### src/hw/rtl/oar_pkg.sv
// oar_pkg: shared types, codes and memory map constants for the operand
// address resolver. No dependencies; imported by every module of the block.

package oar_pkg;

  // internal ram size; a power of two between 256 and 8192 bytes
  localparam int unsigned RAM_DEPTH = 2048;
  localparam int unsigned RAM_AW    = $clog2(RAM_DEPTH);

  // memory map
  localparam logic [15:0] RAM_TOP   = 16'h1FFF;
  localparam logic [15:0] VID_BASE  = 16'h2000;
  localparam logic [15:0] VID_TOP   = 16'h3FFF;
  localparam logic [15:0] DMA_ADDR  = 16'h4014;
  localparam logic [15:0] CTRL_ADDR = 16'h4016;

  // access command
  typedef enum logic {
    CMD_READ  = 1'b0,
    CMD_WRITE = 1'b1
  } cmd_t;

  // addressing mode codes; the unused codes behave as immediate
  typedef enum logic [2:0] {
    MODE_IMM   = 3'd0,
    MODE_ZP    = 3'd1,
    MODE_ABS   = 3'd2,
    MODE_IND_X = 3'd3,
    MODE_IND_Y = 3'd4
  } mode_t;

  // result target codes
  typedef enum logic [2:0] {
    TGT_RAM   = 3'd0,
    TGT_VIDEO = 3'd1,
    TGT_DMA   = 3'd2,
    TGT_CTRL  = 3'd3,
    TGT_EXT   = 3'd4,
    TGT_IMM   = 3'd5
  } target_t;

  // class of an incoming mode, as the controller sees it
  typedef enum logic [1:0] {
    KIND_IMM,
    KIND_DIRECT,
    KIND_INDIRECT
  } kind_t;

  // ram address source
  typedef enum logic [1:0] {
    RAS_PTR_LO,
    RAS_PTR_HI,
    RAS_EA
  } ras_t;

  // controller states
  typedef enum logic [2:0] {
    ST_IDLE,
    ST_PTR_LO,
    ST_PTR_HI,
    ST_PTR_ADD,
    ST_ACCESS,
    ST_DONE
  } state_t;

  // controller to datapath
  typedef struct packed {
    logic load;      // capture a new word and form direct address
    ras_t ram_sel;   // ram address source
    logic ram_rd;    // ram read this cycle
    logic access;    // data access cycle
    logic ptr_cap;   // capture pointer low byte
    logic ptr_form;  // form address from pointer
  } oar_cmd_t;

  // datapath to controller
  typedef struct packed {
    kind_t in_kind;  // class of the mode on the input ports
  } oar_stat_t;

endpackage

### src/hw/rtl/oar_ctrl.sv
// oar_ctrl: sequencer for the operand address resolver.
// Depends on oar_pkg; drives the datapath oar_dp through oar_cmd_t.

module oar_ctrl
  import oar_pkg::*;
(
  input  logic      clk,
  input  logic      rst,
  input  logic      start,
  input  oar_stat_t stat,
  output oar_cmd_t  cmd,
  output logic      busy,
  output logic      done
);

  state_t state, state_next;

  // state register
  always_ff @(posedge clk) begin
    if (rst) begin
      state <= ST_IDLE;
    end else begin
      state <= state_next;
    end
  end

  // next state and commands
  always_comb begin
    state_next   = state;
    cmd.load     = 1'b0;
    cmd.ram_sel  = RAS_EA;
    cmd.ram_rd   = 1'b0;
    cmd.access   = 1'b0;
    cmd.ptr_cap  = 1'b0;
    cmd.ptr_form = 1'b0;
    busy         = 1'b1;
    done         = 1'b0;
    case (state)
      ST_IDLE: begin
        busy = 1'b0;
        if (start) begin
          cmd.load = 1'b1;
          case (stat.in_kind)
            KIND_INDIRECT: state_next = ST_PTR_LO;
            KIND_DIRECT:   state_next = ST_ACCESS;
            default:       state_next = ST_DONE;
          endcase
        end
      end
      ST_PTR_LO: begin
        cmd.ram_sel = RAS_PTR_LO;
        cmd.ram_rd  = 1'b1;
        state_next  = ST_PTR_HI;
      end
      ST_PTR_HI: begin
        cmd.ram_sel = RAS_PTR_HI;
        cmd.ram_rd  = 1'b1;
        cmd.ptr_cap = 1'b1;
        state_next  = ST_PTR_ADD;
      end
      ST_PTR_ADD: begin
        cmd.ptr_form = 1'b1;
        state_next   = ST_ACCESS;
      end
      ST_ACCESS: begin
        cmd.ram_sel = RAS_EA;
        cmd.ram_rd  = 1'b1;
        cmd.access  = 1'b1;
        state_next  = ST_DONE;
      end
      ST_DONE: begin
        done       = 1'b1;
        state_next = ST_IDLE;
      end
      default: begin
        state_next = ST_IDLE;
      end
    endcase
  end

endmodule

### config.mk
export PLATFORM = sky130hd
export DESIGN_NAME = oar_ctrl
export DESIGN_NICKNAME = d
export VERILOG_FILES = /design/src/hw/rtl/oar_pkg.sv /design/src/hw/rtl/oar_ctrl.sv
export SDC_FILE = /design/constraint.sdc
export NUM_CORES = 1
export LEC_CHECK = 0
export BUFFER_PORTS_ARGS = -buffer_cell sky130_fd_sc_hd__clkbuf_2
export CAP_MARGIN = 20
export CORE_AREA = 3 3 40 42
export CTS_CLUSTER_SIZE = 28
export DETAILED_ROUTE_END_ITERATION = 7
export DIE_AREA = 0 0 43 45
export GPL_ROUTABILITY_DRIVEN = 1
export GPL_TIMING_DRIVEN = 1
export HOLD_SLACK_MARGIN = 0.06
export PLACE_DENSITY = 0.46
export SLEW_MARGIN = 30
export SYNTH_ARGS = -nofsm -noshare
export SYNTH_HDL_FRONTEND = slang
export SYNTH_SLANG_ARGS = --single-unit
### constraint.sdc
create_clock -name clk -period 1.14 [get_ports clk]
set_clock_uncertainty 0.05 [all_clocks]
set_input_delay 0.057 -clock clk [delete_from_list [all_inputs] [get_ports clk]]
set_output_delay 0.057 -clock clk [all_outputs]
set_load 0.005 [all_outputs]
=== Word level (Yosys, flattened, before mapping) ===
Index checks and enable logic that the tools add are counted.

* Bits in registers: 3
* Input port bits: 5
* Output and inout port bits: 9
* Logic and storage cells: 21

* Equal/unequal tests: 8
* Mux-type cells: 11
* Reductions and logical operators: 1

{| class="wikitable"
|+ Operators with widths
! cell !! count
|-
| $pmux W3 S5 || 1
|-
| $pmux W3 S3 || 1
|-
| $mux W1 || 7
|-
| $eq A3 B2 Y1 const B || 2
|-
| $eq A3 B3 Y1 const B || 2
|-
| $pmux W3 S2 || 1
|-
| $eq A3 B1 Y1 const B || 1
|-
| $logic_not A3 Y1 || 1
|-
| $mux W3 || 1
|-
| $eq A2 B1 Y1 const B || 1
|-
| $eq A2 B2 Y1 const B || 1
|-
| $ne A2 B2 Y1 const B || 1
|}

=== Longest topological paths before layout ===
* Depth after elaboration: 4
* Mapped depth: 4

=== Least setup slack after synthesis ===
Ideal clock, no wire load.

* Path type: register to register
* From: register state[2]
* To: register state[2]
* Arrival time: 0.853 ns
* Required time: 0.970 ns
* Setup slack: 0.117 ns
* Cell stages (with the launch flop): 4
* Buffers on the path: 1
* Period minus slack after synthesis: 1.023 ns
* Cell sequence: dfxtp_1 -> buf_4 -> nor3b_1 -> o31a_1

* Word-level cells in the longest chain between the ends: 2
* Elaborated cells on any way between the ends: 7
* Those cells by class: 5 x eq/ne; 1 x mux; 1 x reduce/logical

{| class="wikitable"
|+ RTL lines
! item !! line !! text
|-
| from (decl) || oar_ctrl.sv:16 || <nowiki>state_t state, state_next;</nowiki>
|-
| from (signal assigned) || oar_ctrl.sv:23 || <nowiki>state <= state_next;</nowiki>
|-
| $eq A3 B3 Y1 (tied with other cells) || oar_ctrl.sv:38 || <nowiki>case (state)</nowiki>
|-
| $pmux W3 S5 / $ne A2 B2 Y1 (equally long branches) || - ||
|}

Parallel ways exist; a longest one is shown, timed or not.
A chain may end at the register's enable or synchronous reset.

==> metrics.txt <==
# TYPE chip_impl_metric gauge
chip_impl_info{name="run_status",value="finished, violations left"} 1
chip_impl_metric{name="wl_met1",unit="microns"} 281
chip_impl_metric{name="post_route_cells_drive_above_1_share",unit="%"} 65.38
chip_impl_metric{name="max_slew_margin",unit="%"} 77.39
chip_impl_metric{name="die_height",unit="microns"} 45
chip_impl_metric{name="met3_wirelength",unit="microns"} 55
chip_impl_info{name="cp-startpoint",value="state[0]"} 1
chip_impl_metric{name="worst_ep_required_time",unit="ns"} 1.03
chip_impl_metric{name="setup_slack",unit="ns"} -0.1164
chip_impl_metric{name="global_route.usage.total",unit="%"} 8.153
chip_impl_info{name="timing_worst_setup_path_type",value="reg -> out"} 1
chip_impl_metric{name="htree_num_levels",unit=""} 1
chip_impl_metric{name="synth_compound_area_share",unit="%"} 18.42
chip_impl_metric{name="detail_route.vias_per_cell",unit=""} 4.299
chip_impl_info{name="timing.rr.end",value="state[2]"} 1
chip_impl_info{name="hold_path.class",value="in -> reg"} 1
chip_impl_metric{name="clk-insertion-delay-late",unit="ns"} 0.24
chip_impl_metric{name="ys_seq_elements",unit=""} 3
chip_impl_metric{name="worstMarginPinSlew",unit="ns"} 0.3383
chip_impl_info{name="largest_family_of_logic_cells_by_synthesized_area",value="simple AND/OR/NAND/NOR gates"} 1
chip_impl_metric{name="fp.dieArea",unit="sq mm"} 0.001935
chip_impl_metric{name="routed-via-count",unit=""} 288
chip_impl_metric{name="growth_of_design_area_from_synthesis_to_finish",unit="%"} 78.42
chip_impl_metric{name="preCtsSetupSlack",unit="ns"} 0.04693
chip_impl_metric{name="finalCoreUtilization",unit="%"} 33.01
chip_impl_info{name="violations",value="negative setup slack"} 1
chip_impl_metric{name="final_critical_path_share_of_the_clock_period",unit="%"} 110.2
chip_impl_metric{name="synth-xor-area-share",unit="%"} 7.368
chip_impl_info{name="cts_root_buf",value="sky130_fd_sc_hd__clkbuf_4"} 1
chip_impl_metric{name="post_synth.cell_area_avg",unit="sq um"} 8.198
chip_impl_metric{name="synthDistinctLibCells",unit=""} 18
chip_impl_metric{name="async_flop_share",unit="%"} 0
chip_impl_metric{name="power_per_cell_area",unit="mW/mm^2"} 1462
chip_impl_metric{name="period_needed",unit="ns"} 1.256
chip_impl_metric{name="largest_register_ffs",unit=""} 3
chip_impl_metric{name="largest_net_degree_at_the_start_of_global_routing",unit=""} 12
chip_impl_metric{name="overflow",unit=""} 0
chip_impl_metric{name="timing.hold.worst_path_depth",unit=""} 3
chip_impl_metric{name="report.final.slew_viol_count",unit=""} 0
chip_impl_metric{name="tritoncts_num_sinks",unit=""} 3
chip_impl_info{name="cts_tree",value="built"} 1
chip_impl_metric{name="worst_ep_arrival_time",unit="ns"} 1.15
chip_impl_metric{name="crit_path_max_fanout",unit=""} 5
chip_impl_info{name="cp-end-kind",value="output pin"} 1
chip_impl_info{name="synth-main-ff-cell",value="sky130_fd_sc_hd__dfxtp_1"} 1
chip_impl_metric{name="place.port_buffers",unit=""} 13
chip_impl_metric{name="synthMuxAreaShare",unit="%"} 0
chip_impl_metric{name="antenna_found_initial",unit=""} 0
chip_impl_metric{name="final-setup-viol-count",unit=""} 7
chip_impl_metric{name="drt-wirelength-per-cell",unit="microns"} 10.31
chip_impl_metric{name="synth_seq_area_share",unit="%"} 25.26
chip_impl_metric{name="initial_core_util",unit="%"} 18.50
chip_impl_metric{name="route.met2.wl",unit="microns"} 354
chip_impl_info{name="worstHoldEndpoint",value="state[0]"} 1
chip_impl_metric{name="remaining_drc_errors",unit=""} 0
chip_impl_metric{name="timing_hold_violations_final",unit=""} 0
chip_impl_metric{name="n_fill_cell",unit=""} 142
chip_impl_metric{name="synth_simple_gate_area_share",unit="%"} 31.58
chip_impl_info{name="grt_setup_unrepaired",value="yes"} 1
chip_impl_metric{name="reg2reg_depth",unit=""} 3
chip_impl_metric{name="detailedRoute.firstIterationViolations",unit=""} 5
chip_impl_metric{name="numCtsBuffers",unit=""} 3
chip_impl_metric{name="clock_path_buffers",unit=""} 2
chip_impl_metric{name="core_area",unit="sq mm"} 0.001285
chip_impl_metric{name="detail_route.wirelength",unit="microns"} 691
chip_impl_metric{name="setup.reg_to_reg.worst_slack",unit="ns"} 0.07
chip_impl_metric{name="grt_pass1_vias",unit=""} 271
chip_impl_metric{name="combined_area_of_all_synthesized_cells",unit="sq um"} 237.7
chip_impl_info{name="routed.top_layer",value="met3"} 1
chip_impl_metric{name="fp-row-count",unit=""} 13
chip_impl_metric{name="nets",unit=""} 58
chip_impl_metric{name="pin_count",unit=""} 14
chip_impl_metric{name="cap_violations",unit=""} 0
chip_impl_metric{name="synthAdderAreaFrac",unit="%"} 0
chip_impl_metric{name="ir_drop_worst_case_vdd",unit="mV"} 0.7546
chip_impl_metric{name="gp_congestion",unit=""} 0.7359
chip_impl_metric{name="max_freq",unit="GHz"} 0.7959
chip_impl_metric{name="place_hpwl",unit="microns"} 435.7
chip_impl_metric{name="leakagePower",unit="nW"} 0.2151
chip_impl_metric{name="detail_route.first_pass.iterations",unit=""} 2
chip_impl_metric{name="count_of_flip_flops_with_a_built_in_enable_after_synthesis",unit=""} 0
chip_impl_info{name="largest_register",value="state"} 1
chip_impl_metric{name="clkSlewWorstSetupHoldPaths",unit="ns"} 0.04
chip_impl_metric{name="antenna-diode-count",unit=""} 0
chip_impl_info{name="critical_path.startpoint_type",value="flip-flop"} 1
chip_impl_metric{name="antenna_viol_nets_final",unit=""} 0
chip_impl_metric{name="yosys_warnings",unit=""} 0
chip_impl_metric{name="wire_length_of_the_first_global_routing_pass",unit="mm"} 1.179
chip_impl_info{name="biggestRegsByFlops",value="state (3)"} 1
chip_impl_metric{name="synth_cells",unit=""} 29
chip_impl_metric{name="die-width",unit="microns"} 43
chip_impl_info{name="rr_startpoint",value="state[2]"} 1
chip_impl_metric{name="postSynthNetCount",unit=""} 34
chip_impl_info{name="min-delay-start",value="stat[1]"} 1
[cell usage in the layout, fill, tap and decap left out, drive strengths merged]
cell | netlist | final
nand2b | 1 | 1
a211o | 1 | 1
buf | 3 | 10
xor2 | 1 | 1
clkbuf | 0 | 14
a21oi | 1 | 1
o21ai | 2 | 2
nand2 | 2 | 2
or3 | 1 | 1
nor2 | 4 | 4
dlygate4sd3 | 0 | 2
dfxtp | 3 | 3
o31a | 1 | 1
xnor2 | 1 | 1
a2111oi | 1 | 1
inv | 3 | 3
nor3b | 3 | 3
and3b | 1 | 1
[worst max-delay path, stage by stage, from the launching register on]
cell and delay [ns]:
sky130_fd_sc_hd__dfxtp_4 0.35, sky130_fd_sc_hd__or3_4 0.38, sky130_fd_sc_hd__nor2_4 0.08, sky130_fd_sc_hd__clkbuf_2 0.10
[Yosys cell counts, types with 2 or more instances]
cell,instances,area (sq um)
sky130_fd_sc_hd__buf_6,2,22.52
sky130_fd_sc_hd__dfxtp_1,3,60.06
sky130_fd_sc_hd__nor3b_1,3,22.52
sky130_fd_sc_hd__nor2_1,3,11.26
sky130_fd_sc_hd__inv_1,3,11.26
sky130_fd_sc_hd__nand2_1,2,7.510
sky130_fd_sc_hd__o21ai_0,2,10.01
[final cells by class]
type                       count  area [sq um]  share of cell area, %
sequential                     3         71.32                  16.81
timing repair buffer          22         137.6                  32.45
inverter                       3         11.26                  2.655
tap                           15         18.77                  4.425
multi-input combinational     20         158.9                  37.46
clock buffer                   4         26.28                  6.195
[power breakdown]
group	switching (mW)	internal, mW
registers	0.0280	0.128
logic	0.113	0.162
clock network	0.0576	0.131
total	0.199	0.421
[metal layers]
metal / vias up / global-route usage [%]
met5: - / 0
met4: 0 / 0
met3: 0 / 5.578
met2: 8 / 13.17
met1: 137 / 9.615
li1: 143 / -
[cell families after synthesis]
family / Yosys count
xor+xnor: 2
compound gates: 6
simple gates: 12
flops: 3
buf+inv: 6
[how the worst max path moves through the flow]
stage | cells after the start | slack [ns] | endpoint
after detailed placement | 2 | 0.05 | state[2]
after CTS | 3 | -0.12 | cmd[6]
after floorplan | 3 | 0.12 | state[2]
after global placement | 2 | 0.06 | state[2]
after global routing | 3 | -0.17 | cmd[6]
final | 3 | -0.12 | cmd[6]
[through the flow]
stage          setup TNS (ns)  power (mW)  hold slack (ns)  cells  instance area [sq um]
2_1_floorplan               0      0.2937          0.07938     29                  237.7
3_3_place_gp                0      0.3541           0.2157     55                  299.0
3_5_place_dp                0      0.3517           0.2155     55                  299.0
4_1_cts               -0.3500      0.6150          0.09782     67                  414.1
5_1_grt               -0.7503      0.6747           0.1107     67                  424.2
6_report              -0.3372      0.6202           0.1264     67                  424.2
[what timing repair did]
action,4_1_cts,5_1_grt
endpoints found under the setup margin,9,9
setup buffers,6,0
pin swaps,3,1
gates resized for setup,8,6
hold buffers,2,0
hold endpoints to repair,3,0
(Power assumes the default switching activity.)
